### src/hw/rtl/spq_pkg.sv
`timescale 1ns / 1ps
// spq_pkg: shared types, constants and the step ROM of the servo pattern sequencer.
// Depends on nothing; used by every module of the block.
package spq_pkg;

  localparam int NUM_MOODS  = 7;
  localparam int MAX_STEPS  = 8;
  localparam int DWELL_BITS = 16;

  localparam int STEP_W = $clog2(MAX_STEPS);
  localparam int LEN_W  = $clog2(MAX_STEPS);
  localparam int ROM_AW = 5;

  typedef enum logic [1:0] {
    REQ_TICK   = 2'd0,
    REQ_MOOD   = 2'd1,
    REQ_ENABLE = 2'd2,
    REQ_WIGGLE = 2'd3
  } req_t;

  localparam logic [2:0] IDLE_MOOD     = 3'd1;
  localparam logic [2:0] QUIET_PATTERN = 3'd7;
  localparam logic [2:0] NO_MOOD       = 3'd7;
  localparam logic [9:0] PARK_TILT     = 10'd800;
  localparam logic [9:0] PARK_SPEED    = 10'd250;
  localparam logic [2:0] MOOD_LIMIT    = 3'(NUM_MOODS);
  localparam logic [LEN_W-1:0] LEN_LIMIT = LEN_W'(MAX_STEPS - 1);

  typedef struct packed {
    logic signed [11:0] pan;
    logic [9:0]         tilt;
    logic [9:0]         speed;
    logic [15:0]        dwell;
  } step_t;

  typedef struct packed {
    logic signed [11:0] pan;
    logic [9:0]         tilt;
    logic [9:0]         speed;
    logic               park;
  } move_t;

  function automatic step_t rom_step(input logic [ROM_AW-1:0] idx);
    step_t s;
    case (idx)
      5'd0:  s = '{12'sd0,    10'd780, 10'd200, 16'd10000};
      5'd1:  s = '{12'sd0,    10'd800, 10'd200, 16'd4000};
      5'd2:  s = '{12'sd300,  10'd820, 10'd250, 16'd1500};
      5'd3:  s = '{-12'sd300, 10'd820, 10'd250, 16'd1500};
      5'd4:  s = '{12'sd0,    10'd800, 10'd200, 16'd5000};
      5'd5:  s = '{12'sd0,    10'd850, 10'd200, 16'd900};
      5'd6:  s = '{12'sd0,    10'd750, 10'd200, 16'd900};
      5'd7:  s = '{12'sd0,    10'd800, 10'd200, 16'd3500};
      5'd8:  s = '{12'sd800,  10'd850, 10'd500, 16'd600};
      5'd9:  s = '{-12'sd800, 10'd850, 10'd500, 16'd600};
      5'd10: s = '{12'sd600,  10'd870, 10'd800, 16'd250};
      5'd11: s = '{-12'sd600, 10'd870, 10'd800, 16'd250};
      5'd12: s = '{12'sd600,  10'd750, 10'd800, 16'd250};
      5'd13: s = '{-12'sd600, 10'd750, 10'd800, 16'd250};
      5'd14: s = '{12'sd0,    10'd820, 10'd400, 16'd800};
      5'd15: s = '{12'sd500,  10'd720, 10'd700, 16'd250};
      5'd16: s = '{-12'sd500, 10'd870, 10'd700, 16'd250};
      5'd17: s = '{12'sd500,  10'd870, 10'd700, 16'd250};
      5'd18: s = '{-12'sd500, 10'd720, 10'd700, 16'd250};
      5'd19: s = '{12'sd400,  10'd820, 10'd200, 16'd1200};
      5'd20: s = '{-12'sd400, 10'd820, 10'd200, 16'd1200};
      5'd21: s = '{12'sd0,    10'd800, 10'd200, 16'd60000};
      default: s = '{12'sd0,  10'd0,   10'd0,   16'd0};
    endcase
    return s;
  endfunction

  function automatic logic [ROM_AW-1:0] table_start(input logic [2:0] pat);
    logic [ROM_AW-1:0] r;
    case (pat)
      3'd0: r = 5'd0;
      3'd1: r = 5'd1;
      3'd2: r = 5'd5;
      3'd3: r = 5'd8;
      3'd4: r = 5'd10;
      3'd5: r = 5'd15;
      3'd6: r = 5'd19;
      default: r = 5'd21;
    endcase
    return r;
  endfunction

  function automatic logic [2:0] table_len(input logic [2:0] pat);
    logic [2:0] r;
    case (pat)
      3'd0: r = 3'd1;
      3'd1: r = 3'd4;
      3'd2: r = 3'd3;
      3'd3: r = 3'd2;
      3'd4: r = 3'd5;
      3'd5: r = 3'd4;
      3'd6: r = 3'd2;
      default: r = 3'd1;
    endcase
    return r;
  endfunction

endpackage

### src/hw/rtl/spq_core.sv
`timescale 1ns / 1ps
// spq_core: sequencer state and the single-pass decode of one request.
// Depends on spq_pkg (ROM, constants, types).
module spq_core (
  input  logic                clk,
  input  logic                rst_n,
  input  logic                fire,
  input  spq_pkg::req_t       req_type,
  input  logic [2:0]          request_value,
  output logic                res_valid,
  output spq_pkg::move_t      res_move
);

  logic [2:0]                     current_mood_r, current_mood_nxt;
  logic [2:0]                     active_pattern_r, active_pattern_nxt;
  logic [spq_pkg::STEP_W-1:0]     step_index_r, step_index_nxt;
  logic [spq_pkg::DWELL_BITS-1:0] dwell_r, dwell_nxt;
  logic                           running_r, running_nxt;
  logic                           motion_en_r, motion_en_nxt;
  logic                           wiggle_en_r, wiggle_en_nxt;

  logic                           flag;
  logic [spq_pkg::DWELL_BITS-1:0] dwell_dec;
  logic [spq_pkg::LEN_W-1:0]      tbl_len, len_cap;
  logic [spq_pkg::ROM_AW-1:0]     rom_idx;
  spq_pkg::step_t                 step;

  assign flag      = (request_value != 3'd0);
  assign dwell_dec = (dwell_r != '0) ? dwell_r - 1'b1 : dwell_r;
  assign tbl_len   = spq_pkg::LEN_W'(spq_pkg::table_len(active_pattern_r));
  assign len_cap   = (tbl_len > spq_pkg::LEN_LIMIT) ? spq_pkg::LEN_LIMIT : tbl_len;
  assign rom_idx   = spq_pkg::table_start(active_pattern_r)
                   + spq_pkg::ROM_AW'(step_index_r);
  assign step      = spq_pkg::rom_step(rom_idx);

  always_comb begin
    current_mood_nxt   = current_mood_r;
    active_pattern_nxt = active_pattern_r;
    step_index_nxt     = step_index_r;
    dwell_nxt          = dwell_r;
    running_nxt        = running_r;
    motion_en_nxt      = motion_en_r;
    wiggle_en_nxt      = wiggle_en_r;
    res_valid          = 1'b0;
    res_move.pan       = step.pan;
    res_move.tilt      = step.tilt;
    res_move.speed     = step.speed;
    res_move.park      = 1'b0;
    case (req_type)
      spq_pkg::REQ_TICK: begin
        dwell_nxt = dwell_dec;
        if (motion_en_r && running_r && (dwell_dec == '0)) begin
          if (spq_pkg::LEN_W'(step_index_r) >= len_cap) begin
            step_index_nxt = '0;
          end else begin
            res_valid      = 1'b1;
            dwell_nxt      = spq_pkg::DWELL_BITS'(step.dwell);
            step_index_nxt = step_index_r + 1'b1;
          end
        end
      end
      spq_pkg::REQ_MOOD: begin
        if ((request_value < spq_pkg::MOOD_LIMIT) && (request_value != current_mood_r)) begin
          current_mood_nxt   = request_value;
          active_pattern_nxt = ((request_value == spq_pkg::IDLE_MOOD) && !wiggle_en_r) ?
                               spq_pkg::QUIET_PATTERN : request_value;
          step_index_nxt     = '0;
          dwell_nxt          = '0;
          running_nxt        = 1'b1;
        end
      end
      spq_pkg::REQ_ENABLE: begin
        motion_en_nxt = flag;
        if (!flag) begin
          running_nxt    = 1'b0;
          res_valid      = 1'b1;
          res_move.pan   = 12'sd0;
          res_move.tilt  = spq_pkg::PARK_TILT;
          res_move.speed = spq_pkg::PARK_SPEED;
          res_move.park  = 1'b1;
        end else if (current_mood_r < spq_pkg::MOOD_LIMIT) begin
          active_pattern_nxt = ((current_mood_r == spq_pkg::IDLE_MOOD) && !wiggle_en_r) ?
                               spq_pkg::QUIET_PATTERN : current_mood_r;
          step_index_nxt     = '0;
          dwell_nxt          = '0;
          running_nxt        = 1'b1;
        end
      end
      default: begin
        wiggle_en_nxt = flag;
        if (current_mood_r == spq_pkg::IDLE_MOOD) begin
          active_pattern_nxt = flag ? spq_pkg::IDLE_MOOD : spq_pkg::QUIET_PATTERN;
          step_index_nxt     = '0;
          dwell_nxt          = '0;
          running_nxt        = 1'b1;
        end
      end
    endcase
  end

  always_ff @(posedge clk) begin
    if (!rst_n) begin
      current_mood_r   <= spq_pkg::NO_MOOD;
      active_pattern_r <= 3'd0;
      step_index_r     <= '0;
      dwell_r          <= '0;
      running_r        <= 1'b0;
      motion_en_r      <= 1'b1;
      wiggle_en_r      <= 1'b1;
    end else if (fire) begin
      current_mood_r   <= current_mood_nxt;
      active_pattern_r <= active_pattern_nxt;
      step_index_r     <= step_index_nxt;
      dwell_r          <= dwell_nxt;
      running_r        <= running_nxt;
      motion_en_r      <= motion_en_nxt;
      wiggle_en_r      <= wiggle_en_nxt;
    end
  end

endmodule

### src/hw/rtl/spq_out_reg.sv
`timescale 1ns / 1ps
// spq_out_reg: result register holding one move until the consumer takes it.
// Depends on spq_pkg (move_t).
module spq_out_reg (
  input  logic               clk,
  input  logic               rst_n,
  input  logic               load,
  input  logic               res_valid,
  input  spq_pkg::move_t     res_move,
  input  logic               out_ready,
  output logic               out_valid,
  output spq_pkg::move_t     out_move
);

  logic           valid_r, valid_nxt;
  spq_pkg::move_t move_r;

  always_comb begin
    valid_nxt = valid_r;
    if (out_ready) valid_nxt = 1'b0;
    if (load && res_valid) valid_nxt = 1'b1;
  end

  always_ff @(posedge clk) begin
    if (!rst_n) begin
      valid_r <= 1'b0;
    end else begin
      valid_r <= valid_nxt;
    end
  end

  always_ff @(posedge clk) begin
    if (load && res_valid) begin
      move_r <= res_move;
    end
  end

  assign out_valid = valid_r;
  assign out_move  = move_r;

endmodule

### src/hw/rtl/servo_pattern_sequencer.sv
`timescale 1ns / 1ps
// servo_pattern_sequencer: top level; input register, core and result register.
// Depends on spq_pkg, spq_core and spq_out_reg.
//
//  channel | direction | ports                                   | handshake
//  --------+-----------+-----------------------------------------+-------------------
//  in      | input     | in_req_type, in_request_value           | in_valid/in_ready
//  out     | output    | out_pan_target, out_tilt_target,        | out_valid/out_ready
//          |           | out_servo_speed, out_is_park_move       |
//
// One request per cycle: a request is held in the input register, is
// decoded against the state in a single pass and its move (if any) lands in
// the result register at the edge where it is decoded, which raises out_valid.
// Rate is set by the result register: while it holds an untaken move, the
// next request waits in the input register and in_ready drops.
// Reset (rst_n low, synchronous) empties both registers and restores the
// power-up state: no mood, motion and wiggle enabled, pattern halted.
module servo_pattern_sequencer (
  input  logic               clk,
  input  logic               rst_n,
  input  logic               in_valid,
  output logic               in_ready,
  input  logic [1:0]         in_req_type,
  input  logic [2:0]         in_request_value,
  output logic               out_valid,
  input  logic               out_ready,
  output logic signed [11:0] out_pan_target,
  output logic [9:0]         out_tilt_target,
  output logic [9:0]         out_servo_speed,
  output logic               out_is_park_move
);

  // input register
  logic          s1_valid_r, s1_valid_nxt;
  spq_pkg::req_t s1_type_r;
  logic [2:0]    s1_value_r;
  logic          s1_fire;
  logic          in_fire;

  logic           res_valid;
  spq_pkg::move_t res_move;
  spq_pkg::move_t out_move;

  // a held request is processed once the result slot is free or being emptied
  assign s1_fire  = s1_valid_r && (!out_valid || out_ready);
  assign in_ready = !s1_valid_r || s1_fire;
  assign in_fire  = in_valid && in_ready;

  always_comb begin
    s1_valid_nxt = s1_valid_r;
    if (s1_fire) s1_valid_nxt = 1'b0;
    if (in_fire) s1_valid_nxt = 1'b1;
  end

  always_ff @(posedge clk) begin
    if (!rst_n) begin
      s1_valid_r <= 1'b0;
    end else begin
      s1_valid_r <= s1_valid_nxt;
    end
  end

  always_ff @(posedge clk) begin
    if (in_fire) begin
      s1_type_r  <= spq_pkg::req_t'(in_req_type);
      s1_value_r <= in_request_value;
    end
  end

  spq_core u_core (
    .clk           (clk),
    .rst_n         (rst_n),
    .fire          (s1_fire),
    .req_type      (s1_type_r),
    .request_value (s1_value_r),
    .res_valid     (res_valid),
    .res_move      (res_move)
  );

  spq_out_reg u_out (
    .clk       (clk),
    .rst_n     (rst_n),
    .load      (s1_fire),
    .res_valid (res_valid),
    .res_move  (res_move),
    .out_ready (out_ready),
    .out_valid (out_valid),
    .out_move  (out_move)
  );

  assign out_pan_target   = out_move.pan;
  assign out_tilt_target  = out_move.tilt;
  assign out_servo_speed  = out_move.speed;
  assign out_is_park_move = out_move.park;

  // a stalled request must not be lost or altered in the input register
  a_s1_hold: assert property (@(posedge clk) disable iff (!rst_n)
    s1_valid_r && !s1_fire |=> s1_valid_r && $stable(s1_value_r) && $stable(s1_type_r))
    else $error("stalled request lost from input register");

  // a park move always carries the fixed park position
  a_park_pos: assert property (@(posedge clk) disable iff (!rst_n)
    out_valid && out_is_park_move |->
      out_pan_target == 12'sd0 && out_tilt_target == spq_pkg::PARK_TILT &&
      out_servo_speed == spq_pkg::PARK_SPEED)
    else $error("park move with wrong position");

  // an untaken result is never overwritten by a new decode
  a_no_overrun: assert property (@(posedge clk) disable iff (!rst_n)
    out_valid && !out_ready |-> !s1_fire)
    else $error("request decoded while result slot occupied");

  // reset leaves both registers empty
  a_reset_empty: assert property (@(posedge clk)
    !rst_n |=> !out_valid && !s1_valid_r)
    else $error("registers not empty after reset");

endmodule

### config.mk
export PLATFORM = sky130hd
export DESIGN_NAME = servo_pattern_sequencer
export DESIGN_NICKNAME = d
export VERILOG_FILES = /design/src/hw/rtl/spq_pkg.sv /design/src/hw/rtl/spq_core.sv /design/src/hw/rtl/spq_out_reg.sv /design/src/hw/rtl/servo_pattern_sequencer.sv
export SDC_FILE = /design/constraint.sdc
export NUM_CORES = 1
export LEC_CHECK = 0
export ABC_AREA = 1
export BUFFER_PORTS_ARGS = -buffer_cell sky130_fd_sc_hd__buf_2
export CELL_PAD_IN_SITES_DETAIL_PLACEMENT = 0
export CELL_PAD_IN_SITES_GLOBAL_PLACEMENT = 1
export CORE_MARGIN = 2
export CORE_UTILIZATION = 45
export CTS_BUF_LIST = sky130_fd_sc_hd__clkbuf_4
export CTS_CLUSTER_SIZE = 25
export DETAILED_ROUTE_END_ITERATION = 8
export GPL_ROUTABILITY_DRIVEN = 0
export GPL_TIMING_DRIVEN = 0
export PLACE_DENSITY = 0.87
export SYNTH_ARGS = -nofsm -noshare
export SYNTH_HDL_FRONTEND = slang
export SYNTH_HIERARCHICAL = 1
export SYNTH_SLANG_ARGS = --single-unit
### constraint.sdc
create_clock -name clk -period 3.8 [get_ports clk]
set_input_delay 0.57 -clock clk [delete_from_list [all_inputs] [get_ports clk]]
set_output_delay 0.57 -clock clk [all_outputs]
set_load 0.1 [all_outputs]
# ---- Word level (Yosys, flattened, before mapping)
# Memory sizes are Yosys's and may differ from the RTL's.
# Index checks and enable logic that the tools add are counted.
dict set report totals {
  ram_bits 0
  mem_bits_ro 1376
  reg_bits 68
  output_inout_bits 35
  mem_count 1
  latch_bits 0
}
dict set report classes {
  mux 41
  shifts 0
  div 0
  magnitude_cmp 4
  multipliers 0
  n_addsub 3
  n_reduce_logical 32
  n_eq_ne 16
  bitwise 2
}
# name words width rd rd_clocked_by_memory_dff write_ports line
set memory_table {}
lappend memory_table {{(no name shown)} 32 43 1 0 0 spq_pkg.sv:45} ;# case (idx)
# op n
set ops {}
lappend ops {{$mux 16} 7}
lappend ops {{$mux 33} 2}
lappend ops {{$pmux 16 s3} 1}
lappend ops {{$mux 3} 14}
lappend ops {{$pmux 5 s7} 1}
lappend ops {{$pmux 3 s3} 2}
lappend ops {{$logic_not 16->1} 1}
lappend ops {{$reduce_bool 16->1} 1}
lappend ops {{$sub 16x1->16 const B} 1}
lappend ops {{$pmux 3 s4} 1}
lappend ops {{$reduce_and 6->1} 2}
lappend ops {{$mux 1} 11}
lappend ops {{$reduce_and 5->1} 2}
lappend ops {{$eq 3x1->1 const B} 3}
lappend ops {{$eq 3x3->1 const B} 3}
lappend ops {{$logic_and 1x1->1} 8}
lappend ops {{$ne 2x1->1 const B} 4}
lappend ops {{$eq 3x2->1 const B} 2}
lappend ops {{$lt 3x3->1 const B} 2}
lappend ops {{$reduce_bool 3->1} 2}
lappend ops {{$add 5x3->5} 1}
lappend ops {{$reduce_and 2->1} 2}
lappend ops {{$reduce_bool 2->1} 2}
lappend ops {{$reduce_bool 4->1} 1}
lappend ops {{other kinds (17)} 22}

# ---- Depth between registers and ports, before layout
# Gate-level depths: netlist (run 1).
dict set report logic_depth {
  word_depth 11
  ltp_mapped 19
}

# ---- Cells and area by module
# Netlist (run 1), hierarchy kept.
# module area_per_inst_um2 n_inst cells_each
set by_module_without_submodules {}
lappend by_module_without_submodules {spq_core 3429.5 1 613}
lappend by_module_without_submodules {spq_out_reg 1038.5 1 40}
lappend by_module_without_submodules {servo_pattern_sequencer 215.2 1 14}

# ---- Least setup slack after synthesis (run 1)
# Ideal clock, no wire load.
dict set report synth_timing {
  path_kind {register -> register}
  start {reg u_core/dwell_r[0] (netlist name)}
  end {reg u_out.move_r, in the netlist u_out/out_move[0] (enable)}
  synth_period_minus_slack_ns 3.076
  stages_incl_launch_ff 17
  n_path_buf 2
  arrival_time_ns 2.689
  setup_slack_ns 0.724
  setup_ns 0.388
  cell_sequence {dfxtp_1 inv_1 ha_1 nand2_2 nor2_4 nand3_4 buf_6 nand2_2 nand2_1 nor2_1 nand3_2 nor2_4 nand2_2 buf_6 o21ai_0 nand2_1 inv_1}
}
dict set report synth_via {
  elab_chain_cells 7
  elab_cells_between_ends 8
  cone_classes {1 x add/sub; 3 x mux; 4 x reduce/logical}
}
# element line
set synth_rtl {}
lappend synth_rtl {{from (decl)} spq_core.sv:17} ;# logic [spq_pkg::DWELL_BITS-1:0] dwell_r, dwell_nxt;
lappend synth_rtl {{from (signal assigned)} spq_core.sv:114} ;# dwell_r <= dwell_nxt;
lappend synth_rtl {{$sub 16x1->16 or $reduce_bool 16->1 (tied branches)} spq_core.sv:29} ;# assign dwell_dec = (dwell_r != '0) ? dwell_r - 1'b1 : dwell_r;
lappend synth_rtl {{$mux 16 (*)} spq_core.sv:29}
lappend synth_rtl {{$logic_not 16->1 (*)} spq_core.sv:52} ;# if (motion_en_r && running_r && (dwell_dec == '0)) begin
lappend synth_rtl {{$logic_and 1x1->1 (*)} spq_core.sv:52}
lappend synth_rtl {{$mux 1 (*)} spq_core.sv:52}
lappend synth_rtl {{$pmux 1 s2 (*)} spq_core.sv:49} ;# case (req_type)
lappend synth_rtl {{named net res_valid} servo_pattern_sequencer.sv:40} ;# logic res_valid;
lappend synth_rtl {{$logic_and 1x1->1 (*)} spq_out_reg.sv:33} ;# if (load && res_valid) begin
lappend synth_rtl {{to (signal assigned)} spq_out_reg.sv:34} ;# move_r <= res_move;
lappend synth_rtl {{to (decl)} spq_out_reg.sv:16} ;# spq_pkg::move_t move_r;
# The timed path passes the listed nets; every way through them passes the cells marked *.
# A chain may end at the register's enable or synchronous reset.

# ---- Worst setup path after layout (run 1)
dict set report layout_timing {
  start {reg u_core.active_pattern_r[1]}
  end {reg u_core/dwell_r[10] (netlist name)}
}
dict set report layout_via {
  elab_chain_cells 9
  elab_cells_between_ends 19
  cone_classes {1 x add/sub; 2 x order compare; 6 x eq/ne; 6 x mux; 3 x reduce/logical; 1 x memory}
}
# element line
set layout_rtl {}
lappend layout_rtl {{from (decl)} spq_core.sv:15} ;# logic [2:0] active_pattern_r, active_pattern_nxt;
lappend layout_rtl {{from (signal assigned)} spq_core.sv:112} ;# active_pattern_r <= active_pattern_nxt;
lappend layout_rtl {{branches (longest 6 deep; another with $mem_v2 32x43)} n/a}
lappend layout_rtl {{$mux 16 (*)} spq_core.sv:53} ;# if (spq_pkg::LEN_W'(step_index_r) >= len_cap) begin
lappend layout_rtl {{$mux 16 (*)} spq_core.sv:52}
lappend layout_rtl {{$pmux 16 s3 (*)} spq_core.sv:49}
# Mark *: on every way between the ends.

==> results of run 1 <==
## state kept, by name (all words and copies together), names as in the netlist
register and flops:
u_core/current_mood_r 3, u_core/wiggle_en_r 1, u_core/active_pattern_r 3, s1_value_r 3, u_out/out_valid 1, u_core/motion_en_r 1
u_out/out_move 33, s1_valid_r 1, u_core/step_index_r 3, u_core/running_r 1, s1_type_r 2, u_core/dwell_r 16
## how the worst min path moves through the flow
stage | endpoint | depth (start not counted)
2_1_floorplan | u_core/dwell_r[0] | 2
3_3_place_gp | u_core/dwell_r[0] | 2
3_5_place_dp | u_core/dwell_r[0] | 2
4_1_cts | s1_value_r[2] | 1
5_1_grt | s1_type_r[1] | 1
6_report | s1_value_r[2] | 1
## cell type report
cell class	instances	area [um2]
clock buffer	9	67.6
clock inverter	7	97.6
multi-input combinational	490	2490
timing repair buffer	43	215
buffer	25	134
tap	136	170
fill	1022	4970
timing repair inverter	1	7.51
inverter	87	330
sequential	68	1740
## cell usage after synthesis, types with 5 or more instances
library cell    n
o21ai_0        43
a21oi_1        41
ha_1           23
a31oi_1         5
xor2_1          5
dfxtp_1        30
nand2_2         5
nor2_2          5
o211ai_1        7
buf_4           5
nand2_1       185
inv_1          86
edfxtp_1       38
nor2_1         67
nor3_1          6
clkbuf_1       14
nand3_1        57
## timing repair
item,in CTS,in global routing
endpoints found under the setup margin,33,24
resized for setup,1,4
gates cloned,0,1
hold buffers,0,0
## stage by stage
stage | hold slack [ns] | setup slack (ns) | cells | total power, mW | cell area (um2)
after floorplan | 0.454 | 0.724 | 670 | 1.29 | 4690
after global placement | 0.471 | 0.0746 | 849 | 1.41 | 5080
after detailed placement | 0.476 | 0.0102 | 849 | 1.42 | 5080
after CTS | 0.296 | 0.102 | 865 | 1.98 | 5250
after global routing | 0.284 | 0.0221 | 866 | 2.10 | 5260
final | 0.319 | 0.246 | 866 | 1.98 | 5260
## routing by layer
metal  wire length [um]  up-vias
met3                790       16
met5                  0        -
met1               5740     2044
met2               5480      175
met4                157        0
li1                   -     2287
## power by group through the flow
stage / Combinational, mW / Clock [mW] / Sequential, mW
2_1_floorplan: 0.439 / 0 / 0.850
3_3_place_gp: 0.580 / 0 / 0.831
3_5_place_dp: 0.588 / 0 / 0.832
4_1_cts: 0.593 / 0.574 / 0.816
5_1_grt: 0.678 / 0.604 / 0.818
6_report: 0.603 / 0.560 / 0.815
## logic make-up (layout without fill, tap and decap cells)
family	count (synthesis)	in the layout	synth area share, %
DFF	68	68	37.2
adders and majority gates	24	24	6.57
buffers and inverters	112	172	9.80
AOI/OAI and AO/OA	114	114	13.9
and+or+nand+nor	339	339	30.8
xor gates and xnor gates	9	9	1.68
other	1	4	0.0801
==> run_summary.xml, run 1 <==
<?xml version="1.0" encoding="UTF-8"?>
<metrics>
  <group name="outcome">
    <metric name="run_status" unit="">finished, final reports clean</metric>
  </group>
  <group name="clocking">
    <metric name="cts_max_path_buffers" unit="">2</metric>
    <metric name="tritoncts" unit="">done</metric>
    <metric name="cts-root-buf" unit="">clkbuf_4</metric>
    <metric name="ctsHtreeMaxLevel" unit="">3</metric>
    <metric name="cts_post_setup_buffers_inserted" unit="">0</metric>
    <metric name="cts.reportedPaths.clkPinSlew" unit="ns">0.13</metric>
    <metric name="tritoncts.num_buffers" unit="">9</metric>
    <metric name="cts_sinks" unit="">68</metric>
    <metric name="worstSkewPairLatency" unit="ns">0.43</metric>
  </group>
  <group name="routing">
    <metric name="detailedRoute.firstPassIterationCount" unit="">6</metric>
    <metric name="drcViolationCount" unit="">0</metric>
    <metric name="avgViaCountPerCell" unit="">5.22</metric>
    <metric name="route.antenna.remaining_nets" unit="">0</metric>
    <metric name="vias" unit="">4522</metric>
    <metric name="initialDrtViolationCount" unit="">482</metric>
    <metric name="detail_route.wirelength" unit="mm">12.2</metric>
    <metric name="avgRoutedWirePerCell" unit="um">14.1</metric>
  </group>
  <group name="worst_setup_path">
    <metric name="worstSetupEndpoint" unit="">u_core/dwell_r[10]</metric>
    <metric name="critPathMostFrequentCell" unit="">inv_1</metric>
    <metric name="worst-setup-path-type" unit="">flip-flop to flip-flop</metric>
    <metric name="reg2reg_from" unit="">u_core/active_pattern_r[1]</metric>
    <metric name="critPathArrivalTime" unit="ns">3.89</metric>
    <metric name="max_stage_delay" unit="ns">0.57</metric>
    <metric name="timing.reg2reg.setup_slack" unit="ns">0.25</metric>
    <metric name="timing.critical_path.from" unit="">u_core/active_pattern_r[1]</metric>
    <metric name="cp.depth" unit="">16</metric>
    <metric name="worstPathMaxFanout" unit="">10</metric>
    <metric name="worstSetupEndpointType" unit="">flip-flop</metric>
    <metric name="setup.worst_path.start_class" unit="">flip-flop</metric>
    <metric name="critical_path.top_delay_family" unit="">adder cells</metric>
    <metric name="r2r.worst_path.cells" unit="">16</metric>
    <metric name="worst_r2r_endpoint" unit="">u_core/dwell_r[10]</metric>
    <metric name="path_buf_inv" unit="">5</metric>
    <metric name="worstPathRequired" unit="ns">4.13</metric>
    <metric name="worstPathCellList" unit="">inv_1 -&gt; nor2_1 -&gt; inv_1 -&gt; nand3b_1 -&gt; ha_1 -&gt; fa_1 -&gt; inv_1 -&gt; ha_1 -&gt; inv_1 -&gt; nand2_1 -&gt; inv_1 -&gt; o21ai_1 -&gt; o211ai_1 -&gt; nand3_1 -&gt; nand3_1 -&gt; a21oi_1</metric>
    <metric name="crit_slowest_cell" unit="">fa_1</metric>
  </group>
  <group name="power">
    <metric name="p_clk_share" unit="%">28.3</metric>
    <metric name="power_share_of_the_combinational_group" unit="%">30.5</metric>
    <metric name="power.internal" unit="mW">1.26</metric>
    <metric name="switching_share_of_power" unit="%">36.1</metric>
    <metric name="vdd.ir_drop.worst" unit="mV">0.175</metric>
    <metric name="power.density_cell_area" unit="nW/um2">376</metric>
    <metric name="power.sequential.fraction" unit="%">41.2</metric>
    <metric name="switching_power" unit="mW">0.714</metric>
    <metric name="p_leak" unit="nW">2.57</metric>
  </group>
  <group name="synth">
    <metric name="synth_area" unit="um2">4680</metric>
    <metric name="synth_top_cell_by_area" unit="">edfxtp_1</metric>
    <metric name="synth_area_leaders" unit="">edfxtp_1, nand2_1, dfxtp_1</metric>
    <metric name="synth-main-ff-cell" unit="">edfxtp_1</metric>
    <metric name="synth-seq-area-share" unit="%">37.2</metric>
    <metric name="synth-seq-cells" unit="">68</metric>
    <metric name="synth_top_cell_area_share" unit="%">24.4</metric>
    <metric name="post_synth_edffs" unit="">38</metric>
    <metric name="synth_async_sr_flop_share" unit="%">0</metric>
    <metric name="number_of_different_library_cells_in_the_post_synthesis_netlist" unit="">45</metric>
    <metric name="syn-instance-count" unit="">667</metric>
    <metric name="syn_avg_cell_area" unit="um2">7.02</metric>
    <metric name="count_of_warnings_emitted_by_yosys" unit="">6</metric>
  </group>
  <group name="floorplan">
    <metric name="floorplan.rows" unit="">37</metric>
    <metric name="die-width" unit="um">106</metric>
    <metric name="die_height" unit="um">106</metric>
    <metric name="floorplan.initialDensity" unit="%">45.8</metric>
    <metric name="fp.coreArea" unit="um2">10200</metric>
    <metric name="fp.dieArea" unit="um2">11200</metric>
    <metric name="ioPinCount" unit="">44</metric>
  </group>
  <group name="global_routing">
    <metric name="grt_use_met2" unit="%">35.9</metric>
    <metric name="antenna_violations_before_repair" unit="">0</metric>
    <metric name="met3_usage" unit="%">4.17</metric>
    <metric name="grtUsageTotal" unit="%">22.1</metric>
    <metric name="number_of_global_route_vias_before_repair" unit="">4162</metric>
    <metric name="grtUsageMet1" unit="%">30.3</metric>
    <metric name="global_route_wire_length_before_repair" unit="mm">19.9</metric>
    <metric name="grt_max_degree" unit="">34</metric>
    <metric name="top_usage_layer" unit="">met2</metric>
    <metric name="globalRouteOverflowTotal" unit="">0</metric>
  </group>
  <group name="sta">
    <metric name="clock.fmax" unit="MHz">281</metric>
    <metric name="timing.max_slew.rel_slack" unit="%">48.0</metric>
    <metric name="finalClockSkew" unit="ns">0.0343</metric>
    <metric name="post-route-period-util" unit="%">93.5</metric>
    <metric name="worst_margin_pin_slew" unit="ns">0.774</metric>
    <metric name="timing.final.hold_violations" unit="">0</metric>
    <metric name="fin_setup_tns" unit="ns">0</metric>
    <metric name="setup_violations" unit="">0</metric>
    <metric name="unrepaired_setup_endpoints_after_global_routing" unit="">no</metric>
    <metric name="final_critical_path_time_including_i_o_delays_and_setup" unit="ns">3.55</metric>
    <metric name="final_max_slew_viol_count" unit="">0</metric>
  </group>
  <group name="placement">
    <metric name="detailed_place_hpwl" unit="mm">9.19</metric>
    <metric name="number_of_buffer_cells_added_on_primary_ports" unit="">43</metric>
  </group>
  <group name="hold_path">
    <metric name="hp-class" unit="">input port to flip-flop</metric>
    <metric name="hp-start" unit="">in_request_value[2]</metric>
  </group>
  <group name="final_layout">
    <metric name="mostFrequentLayoutCells" unit="">nand2_1, inv_1, nor2_1</metric>
    <metric name="finish.net_count" unit="">758</metric>
    <metric name="final_core_util" unit="%">51.4</metric>
    <metric name="most_common_cell_after_layout_fill_and_taps_aside" unit="">nand2_1</metric>
    <metric name="areaGrowthSynthToFinish" unit="%">12.3</metric>
    <metric name="insertedDiodeCount" unit="">0</metric>
    <metric name="drive_gt1_share" unit="%">13.0</metric>
  </group>
  <group name="run">
    <metric name="timing.max_cap.violations" unit="">0</metric>
  </group>
</metrics>
No activity file was read; power rests on OpenSTA's default activity.
==> run 2, diff against run 1 <==
--- a/config.mk
+++ b/config.mk
@@ -10,13 +10,13 @@
 export CELL_PAD_IN_SITES_DETAIL_PLACEMENT = 0
 export CELL_PAD_IN_SITES_GLOBAL_PLACEMENT = 1
 export CORE_MARGIN = 2
-export CORE_UTILIZATION = 45
+export CORE_UTILIZATION = 48
 export CTS_BUF_LIST = sky130_fd_sc_hd__clkbuf_4
 export CTS_CLUSTER_SIZE = 25
 export DETAILED_ROUTE_END_ITERATION = 8
 export GPL_ROUTABILITY_DRIVEN = 0
 export GPL_TIMING_DRIVEN = 0
-export PLACE_DENSITY = 0.87
+export PLACE_DENSITY = 0.92
 export SYNTH_ARGS = -nofsm -noshare
 export SYNTH_HDL_FRONTEND = slang
 export SYNTH_HIERARCHICAL = 1
==> constraint.sdc (replaced) <==
create_clock -name clk -period 4.3 [get_ports clk]
set_input_delay 0.645 -clock clk [delete_from_list [all_inputs] [get_ports clk]]
set_output_delay 0.645 -clock clk [all_outputs]
set_load 0.1 [all_outputs]
==> run 2 against run 1 <==
Net effect:
- worst setup slack improved by 0.33 ns
- first-iteration DRC count is 34% lower
- cell area decreased by 0.79%
- via count is 0.66% higher
- cell count shrank 0.46%
- clock power shrank 24%
- clock skew is 0.014 ns lower
- critical path depth increased by 1
- critical endpoint is now u_out/out_move[5]
- largest cell class unchanged
==> run_summary.xml, run 2 (same netlist as run 1, synthesis figures left out) <==
<?xml version="1.0" encoding="UTF-8"?>
<metrics>
  <group name="outcome">
    <metric name="run_status" unit="">finished, final reports clean</metric>
  </group>
  <group name="power">
    <metric name="power.density_cell_area" unit="nW/um2">320</metric>
    <metric name="p_leak" unit="nW">2.56</metric>
    <metric name="vdd.ir_drop.worst" unit="mV">0.156</metric>
  </group>
  <group name="run">
    <metric name="timing.max_cap.violations" unit="">0</metric>
  </group>
  <group name="floorplan">
    <metric name="floorplan.rows" unit="">36</metric>
    <metric name="fp.dieArea" unit="um2">10600</metric>
    <metric name="fp.coreArea" unit="um2">9640</metric>
    <metric name="ioPinCount" unit="">44</metric>
    <metric name="die_height" unit="um">103</metric>
    <metric name="die-width" unit="um">103</metric>
    <metric name="floorplan.initialDensity" unit="%">48.6</metric>
  </group>
  <group name="routing">
    <metric name="avgViaCountPerCell" unit="">5.28</metric>
    <metric name="vias" unit="">4552</metric>
    <metric name="route.antenna.remaining_nets" unit="">0</metric>
    <metric name="detail_route.wirelength" unit="mm">11.5</metric>
    <metric name="detailedRoute.firstPassIterationCount" unit="">5</metric>
    <metric name="drcViolationCount" unit="">0</metric>
    <metric name="avgRoutedWirePerCell" unit="um">13.4</metric>
    <metric name="initialDrtViolationCount" unit="">317</metric>
  </group>
  <group name="sta">
    <metric name="worst_margin_pin_slew" unit="ns">1.21</metric>
    <metric name="unrepaired_setup_endpoints_after_global_routing" unit="">no</metric>
    <metric name="finalClockSkew" unit="ns">0.0200</metric>
    <metric name="clock.fmax" unit="MHz">268</metric>
    <metric name="setup_violations" unit="">0</metric>
    <metric name="final_max_slew_viol_count" unit="">0</metric>
    <metric name="post-route-period-util" unit="%">86.7</metric>
    <metric name="final_critical_path_time_including_i_o_delays_and_setup" unit="ns">3.73</metric>
    <metric name="fin_setup_tns" unit="ns">0</metric>
    <metric name="timing.final.hold_violations" unit="">0</metric>
    <metric name="timing.max_slew.rel_slack" unit="%">19.0</metric>
  </group>
  <group name="worst_setup_path">
    <metric name="critical_path.top_delay_family" unit="">simple AND/OR/NAND/NOR gates</metric>
    <metric name="worstSetupEndpointType" unit="">flip-flop</metric>
    <metric name="cp.depth" unit="">17</metric>
    <metric name="max_stage_delay" unit="ns">0.92</metric>
    <metric name="path_buf_inv" unit="">3</metric>
    <metric name="worstPathMaxFanout" unit="">33</metric>
    <metric name="worst-setup-path-type" unit="">flip-flop to flip-flop</metric>
    <metric name="crit_slowest_cell" unit="">inv_1</metric>
    <metric name="r2r.worst_path.cells" unit="">17</metric>
    <metric name="worstPathCellList" unit="">inv_1 -&gt; ha_1 -&gt; nand2_2 -&gt; nor2_2 -&gt; nand2_1 -&gt; nand2_1 -&gt; nand2_1 -&gt; nand2_1 -&gt; nand2_1 -&gt; nor2_2 -&gt; nand2_2 -&gt; nor2_4 -&gt; nand2_2 -&gt; buf_6 -&gt; o21ai_0 -&gt; nand2_1 -&gt; inv_1</metric>
    <metric name="worstPathRequired" unit="ns">4.35</metric>
    <metric name="critPathMostFrequentCell" unit="">nand2_1</metric>
    <metric name="critPathArrivalTime" unit="ns">3.77</metric>
    <metric name="setup.worst_path.start_class" unit="">flip-flop</metric>
  </group>
  <group name="global_routing">
    <metric name="grtUsageTotal" unit="%">23.2</metric>
    <metric name="antenna_violations_before_repair" unit="">0</metric>
    <metric name="grt_max_degree" unit="">34</metric>
    <metric name="globalRouteOverflowTotal" unit="">0</metric>
    <metric name="number_of_global_route_vias_before_repair" unit="">4122</metric>
    <metric name="global_route_wire_length_before_repair" unit="mm">19.2</metric>
  </group>
  <group name="hold_path">
    <metric name="hp-class" unit="">input port to flip-flop</metric>
    <metric name="hold-path-cell-count" unit="">1</metric>
  </group>
  <group name="final_layout">
    <metric name="drive_gt1_share" unit="%">12.8</metric>
    <metric name="n_fill_cell" unit="">996</metric>
    <metric name="most_common_cell_after_layout_fill_and_taps_aside" unit="">nand2_1</metric>
    <metric name="finalInstanceArea" unit="um2">5220</metric>
    <metric name="mostFrequentLayoutCells" unit="">nand2_1, inv_1, nor2_1</metric>
    <metric name="areaGrowthSynthToFinish" unit="%">11.4</metric>
    <metric name="final_core_util" unit="%">54.1</metric>
    <metric name="flip_flop_count_of_the_largest_register_all_copies_and_words_added" unit="">33</metric>
    <metric name="finish.net_count" unit="">757</metric>
    <metric name="area_of_all_sequential_standard_cells" unit="um2">1740</metric>
    <metric name="insertedDiodeCount" unit="">0</metric>
    <metric name="area_of_combinational_cells_with_multiple_inputs" unit="um2">2490</metric>
  </group>
  <group name="placement">
    <metric name="dpl-instance-area" unit="um2">5080</metric>
    <metric name="detailed_place_hpwl" unit="mm">8.81</metric>
    <metric name="number_of_buffer_cells_added_on_primary_ports" unit="">43</metric>
  </group>
  <group name="clocking">
    <metric name="cts_max_path_buffers" unit="">2</metric>
    <metric name="ctsHtreeMaxLevel" unit="">3</metric>
    <metric name="tritoncts" unit="">done</metric>
    <metric name="cts_sinks" unit="">68</metric>
    <metric name="cts_post_setup_buffers_inserted" unit="">0</metric>
    <metric name="tritoncts.num_buffers" unit="">9</metric>
    <metric name="cts-hold-fix-buffers" unit="">0</metric>
    <metric name="cts.reportedPaths.clkPinSlew" unit="ns">0.11</metric>
    <metric name="cts-root-buf" unit="">clkbuf_4</metric>
    <metric name="worstSkewPairLatency" unit="ns">0.43</metric>
    <metric name="cts_resized" unit="">0</metric>
  </group>
</metrics>
==> run 2: worst paths after layout <==
kind                             from           endpoint  slack (ns)
setup / recovery    u_core/dwell_r[0]  u_out/out_move[5]        0.57
hold reg to reg            s1_valid_r         s1_valid_r        0.50
setup reg to reg    u_core/dwell_r[0]  u_out/out_move[5]        0.57
hold / removal    in_request_value[1]      s1_value_r[1]        0.40
==> run 2: stage by stage <==
stage / setup WS [ns] / instances / hold WS (ns) / total power, mW
2_1_floorplan: 1.22 / 670 / 0.454 / 1.14
3_3_place_gp: 0.627 / 846 / 0.469 / 1.24
3_5_place_dp: 0.533 / 846 / 0.488 / 1.25
4_1_cts: 0.518 / 862 / 0.373 / 1.68
5_1_grt: 0.155 / 862 / 0.376 / 1.78
6_report: 0.573 / 862 / 0.402 / 1.67
==> run 2: cell type report <==
type	instances	area share (%)
repair buffers	43	4.13
flip-flops and latches	68	33.4
inverters	87	6.26
clock buffers	10	1.44
plain buffers	25	2.54
clock inverters	6	1.25
multi-input cells	490	47.8
well taps	133	3.19
==> run 2: routing by layer <==
layer  part of all wire (%)  wire length (um)  global-route usage [%]  vias to the layer above
met4                    1.6               179                    7.49                        0
met1                     46              5330                    32.4                     2029
met3                    8.1               938                    4.41                       20
li1                       -                 -                       -                     2292
met5                      0                 0                       0                        -
met2                     44              5060                    36.4                      211
==> run 2: power breakdown <==
| group | total (mW) | internal (mW) | switching (mW) |
|---|---|---|---|
| clock network | 0.425 | 0.184 | 0.241 |
| logic | 0.525 | 0.170 | 0.355 |
| registers | 0.720 | 0.707 | 0.0128 |
| total | 1.67 | 1.06 | 0.609 |
==> run 2: worst register-to-register path, cell delays in order, from the launching register on <==
cell,delay [ns]
dfxtp_1,0.34
inv_1,0.09
ha_1,0.20
nand2_2,0.14
nor2_2,0.22
nand2_1,0.08
nand2_1,0.06
nand2_1,0.06
nand2_1,0.12
nand2_1,0.09
nor2_2,0.12
nand2_2,0.09
nor2_4,0.16
nand2_2,0.12
buf_6,0.18
o21ai_0,0.20
nand2_1,0.13
inv_1,0.92
==> run 3, diff against run 2 <==
--- a/config.mk
+++ b/config.mk
@@ -17,6 +17,7 @@
 export GPL_ROUTABILITY_DRIVEN = 0
 export GPL_TIMING_DRIVEN = 0
 export PLACE_DENSITY = 0.92
+export RECOVER_POWER = 100
 export SYNTH_ARGS = -nofsm -noshare
 export SYNTH_HDL_FRONTEND = slang
 export SYNTH_HIERARCHICAL = 1
==> run 3 against run 2 <==
Net effect:
- power fell by 0.33%
- cell count is the same
- wire length rose by 0.76%
- critical path depth unchanged
- sequential power about the same
- combinational power down 1%
- register-to-register slack worse by 0.03 ns
- maximum frequency decreased by 0.75%
- via count down 0.79%
- non-clock buffer count unchanged
- count of clock-buffer cells in the layout stayed put
- utilization down 0.56 points
==> run_summary.xml, run 3 (same netlist as run 1, synthesis figures left out) <==
<?xml version="1.0" encoding="UTF-8"?>
<metrics>
  <group name="global_routing">
    <metric name="antenna_violations_before_repair" unit="">0</metric>
    <metric name="global_route_wire_length_before_repair" unit="mm">19.2</metric>
    <metric name="grtUsageTotal" unit="%">23.2</metric>
    <metric name="number_of_global_route_vias_before_repair" unit="">4122</metric>
    <metric name="globalRouteOverflowTotal" unit="">0</metric>
    <metric name="grt_max_degree" unit="">34</metric>
  </group>
  <group name="final_layout">
    <metric name="flip_flop_count_of_the_largest_register_all_copies_and_words_added" unit="">33</metric>
    <metric name="most_common_cell_after_layout_fill_and_taps_aside" unit="">nand2_1</metric>
    <metric name="n_fill_cell" unit="">1019</metric>
    <metric name="mostFrequentLayoutCells" unit="">nand2_1, inv_1, nor2_1</metric>
    <metric name="insertedDiodeCount" unit="">0</metric>
    <metric name="layout.cells.non_filler" unit="">862</metric>
    <metric name="drive_gt1_share" unit="%">7.54</metric>
    <metric name="finish.net_count" unit="">757</metric>
    <metric name="areaGrowthSynthToFinish" unit="%">10.2</metric>
  </group>
  <group name="clocking">
    <metric name="cts.reportedPaths.clkPinSlew" unit="ns">0.11</metric>
    <metric name="worstSkewPairLatency" unit="ns">0.43</metric>
    <metric name="cts_resized" unit="">0</metric>
    <metric name="ctsHtreeMaxLevel" unit="">3</metric>
    <metric name="cts_sinks" unit="">68</metric>
    <metric name="cts-hold-fix-buffers" unit="">0</metric>
    <metric name="tritoncts" unit="">done</metric>
    <metric name="tritoncts.num_buffers" unit="">9</metric>
    <metric name="cts-root-buf" unit="">clkbuf_4</metric>
    <metric name="cts_post_setup_buffers_inserted" unit="">0</metric>
    <metric name="cts_max_path_buffers" unit="">2</metric>
  </group>
  <group name="sta">
    <metric name="timing.max_slew.rel_slack" unit="%">17.9</metric>
    <metric name="clock.fmax" unit="MHz">266</metric>
    <metric name="worst_margin_pin_slew" unit="ns">1.23</metric>
    <metric name="fin_setup_tns" unit="ns">0</metric>
    <metric name="final_critical_path_time_including_i_o_delays_and_setup" unit="ns">3.75</metric>
    <metric name="unrepaired_setup_endpoints_after_global_routing" unit="">no</metric>
    <metric name="final_max_slew_viol_count" unit="">0</metric>
    <metric name="post-route-period-util" unit="%">87.3</metric>
    <metric name="finalClockSkew" unit="ns">0.0214</metric>
    <metric name="timing.final.hold_violations" unit="">0</metric>
    <metric name="setup_violations" unit="">0</metric>
  </group>
  <group name="worst_setup_path">
    <metric name="worstPathRequired" unit="ns">4.34</metric>
    <metric name="setup.worst_path.start_class" unit="">flip-flop</metric>
    <metric name="worstSetupEndpointType" unit="">flip-flop</metric>
    <metric name="r2r.worst_path.cells" unit="">17</metric>
    <metric name="critPathArrivalTime" unit="ns">3.80</metric>
    <metric name="reg2reg_from" unit="">u_core/dwell_r[0]</metric>
    <metric name="worst_r2r_endpoint" unit="">u_out/out_move[5]</metric>
    <metric name="worstPathMaxFanout" unit="">33</metric>
    <metric name="worst-setup-path-type" unit="">flip-flop to flip-flop</metric>
    <metric name="timing.reg2reg.setup_slack" unit="ns">0.55</metric>
  </group>
  <group name="routing">
    <metric name="initialDrtViolationCount" unit="">338</metric>
    <metric name="detail_route.wirelength" unit="mm">11.6</metric>
    <metric name="detailedRoute.firstPassIterationCount" unit="">5</metric>
    <metric name="drcViolationCount" unit="">0</metric>
    <metric name="avgViaCountPerCell" unit="">5.24</metric>
    <metric name="avgRoutedWirePerCell" unit="um">13.5</metric>
    <metric name="route.antenna.remaining_nets" unit="">0</metric>
    <metric name="vias" unit="">4516</metric>
  </group>
  <group name="run">
    <metric name="timing.max_cap.violations" unit="">0</metric>
  </group>
  <group name="hold_path">
    <metric name="hp-class" unit="">input port to flip-flop</metric>
    <metric name="hold-path-cell-count" unit="">1</metric>
    <metric name="hp-start" unit="">in_request_value[1]</metric>
    <metric name="hold_path_end" unit="">s1_value_r[1]</metric>
  </group>
  <group name="floorplan">
    <metric name="fp.coreArea" unit="um2">9640</metric>
    <metric name="floorplan.rows" unit="">36</metric>
    <metric name="floorplan.initialDensity" unit="%">48.6</metric>
    <metric name="ioPinCount" unit="">44</metric>
    <metric name="die-width" unit="um">103</metric>
    <metric name="fp.dieArea" unit="um2">10600</metric>
    <metric name="die_height" unit="um">103</metric>
  </group>
  <group name="placement">
    <metric name="number_of_buffer_cells_added_on_primary_ports" unit="">43</metric>
    <metric name="placed_cells" unit="">846</metric>
    <metric name="detailed_place_hpwl" unit="mm">8.81</metric>
  </group>
  <group name="power">
    <metric name="vdd.ir_drop.worst" unit="mV">0.156</metric>
    <metric name="p_leak" unit="nW">2.47</metric>
    <metric name="power.density_cell_area" unit="nW/um2">323</metric>
  </group>
  <group name="outcome">
    <metric name="run_status" unit="">finished, final reports clean</metric>
  </group>
</metrics>
-- run 3: final cells by class --
cell class | instances | area [um2] | share of cell area (%)
multi-input cells | 490 | 2480 | 48.1
flip-flops and latches | 68 | 1740 | 33.7
inverters | 87 | 327 | 6.33
repair buffers | 43 | 171 | 3.32
well taps | 133 | 166 | 3.22
plain buffers | 25 | 133 | 2.57
clock buffers | 10 | 75.1 | 1.45
clock inverters | 6 | 65.1 | 1.26
-- run 3: report_power, final --
part | internal, mW | leakage [nW] | switching (mW) | total [mW]
Clock | 0.184 | 0.0729 | 0.241 | 0.425
Combinational | 0.167 | 1.81 | 0.354 | 0.520
Sequential | 0.707 | 0.587 | 0.0129 | 0.720
Total | 1.06 | 2.47 | 0.607 | 1.67
-- run 3: worst max path at each step --
stage | startpoint | to | slack [ns] | cells past startpoint
2_1_floorplan | u_core/dwell_r[0] | u_out/out_move[0] | 1.22 | 16
3_3_place_gp | u_core/dwell_r[0] | u_out/out_move[2] | 0.63 | 17
3_5_place_dp | u_core/dwell_r[0] | u_out/out_move[0] | 0.53 | 17
4_1_cts | u_core/dwell_r[0] | u_out/out_move[10] | 0.52 | 17
5_1_grt | u_core/dwell_r[0] | u_out/out_move[20] | 0.10 | 17
6_report | u_core/dwell_r[0] | u_out/out_move[5] | 0.55 | 17
-- run 3: critical path, cell delays in order (launching register included) --
cell and delay (ns):
dfxtp_1 0.34, inv_1 0.09, ha_1 0.20, nand2_2 0.14
nor2_2 0.22, nand2_1 0.08, nand2_1 0.06, nand2_1 0.06
nand2_1 0.12, nand2_1 0.08, nor2_1 0.11, nand2_1 0.13
nor2_4 0.18, nand2_2 0.12, buf_6 0.18, o21ai_0 0.19
nand2_1 0.12, inv_1 0.93
-- run 3: per-stage QoR --
step | setup slack, ns | utilization (%) | power [mW] | hold WS (ns) | area (um2)
6_report | 0.545 | 53.6 | 1.67 | 0.404 | 5160
2_1_floorplan | 1.22 | - | 1.14 | 0.454 | 4690
3_5_place_dp | 0.533 | 52.7 | 1.25 | 0.488 | 5080
4_1_cts | 0.518 | 54.1 | 1.68 | 0.373 | 5220
3_3_place_gp | 0.627 | 52.7 | 1.24 | 0.469 | 5080
5_1_grt | 0.105 | 53.6 | 1.78 | 0.376 | 5160
-- run 3: layer usage --
layer	global-route usage (%)	up-vias	wire length (um)
li1	-	2291	-
met5	0	-	0
met1	32.4	2019	5500
met4	7.49	0	199
met3	4.41	21	860
met2	36.4	185	5040
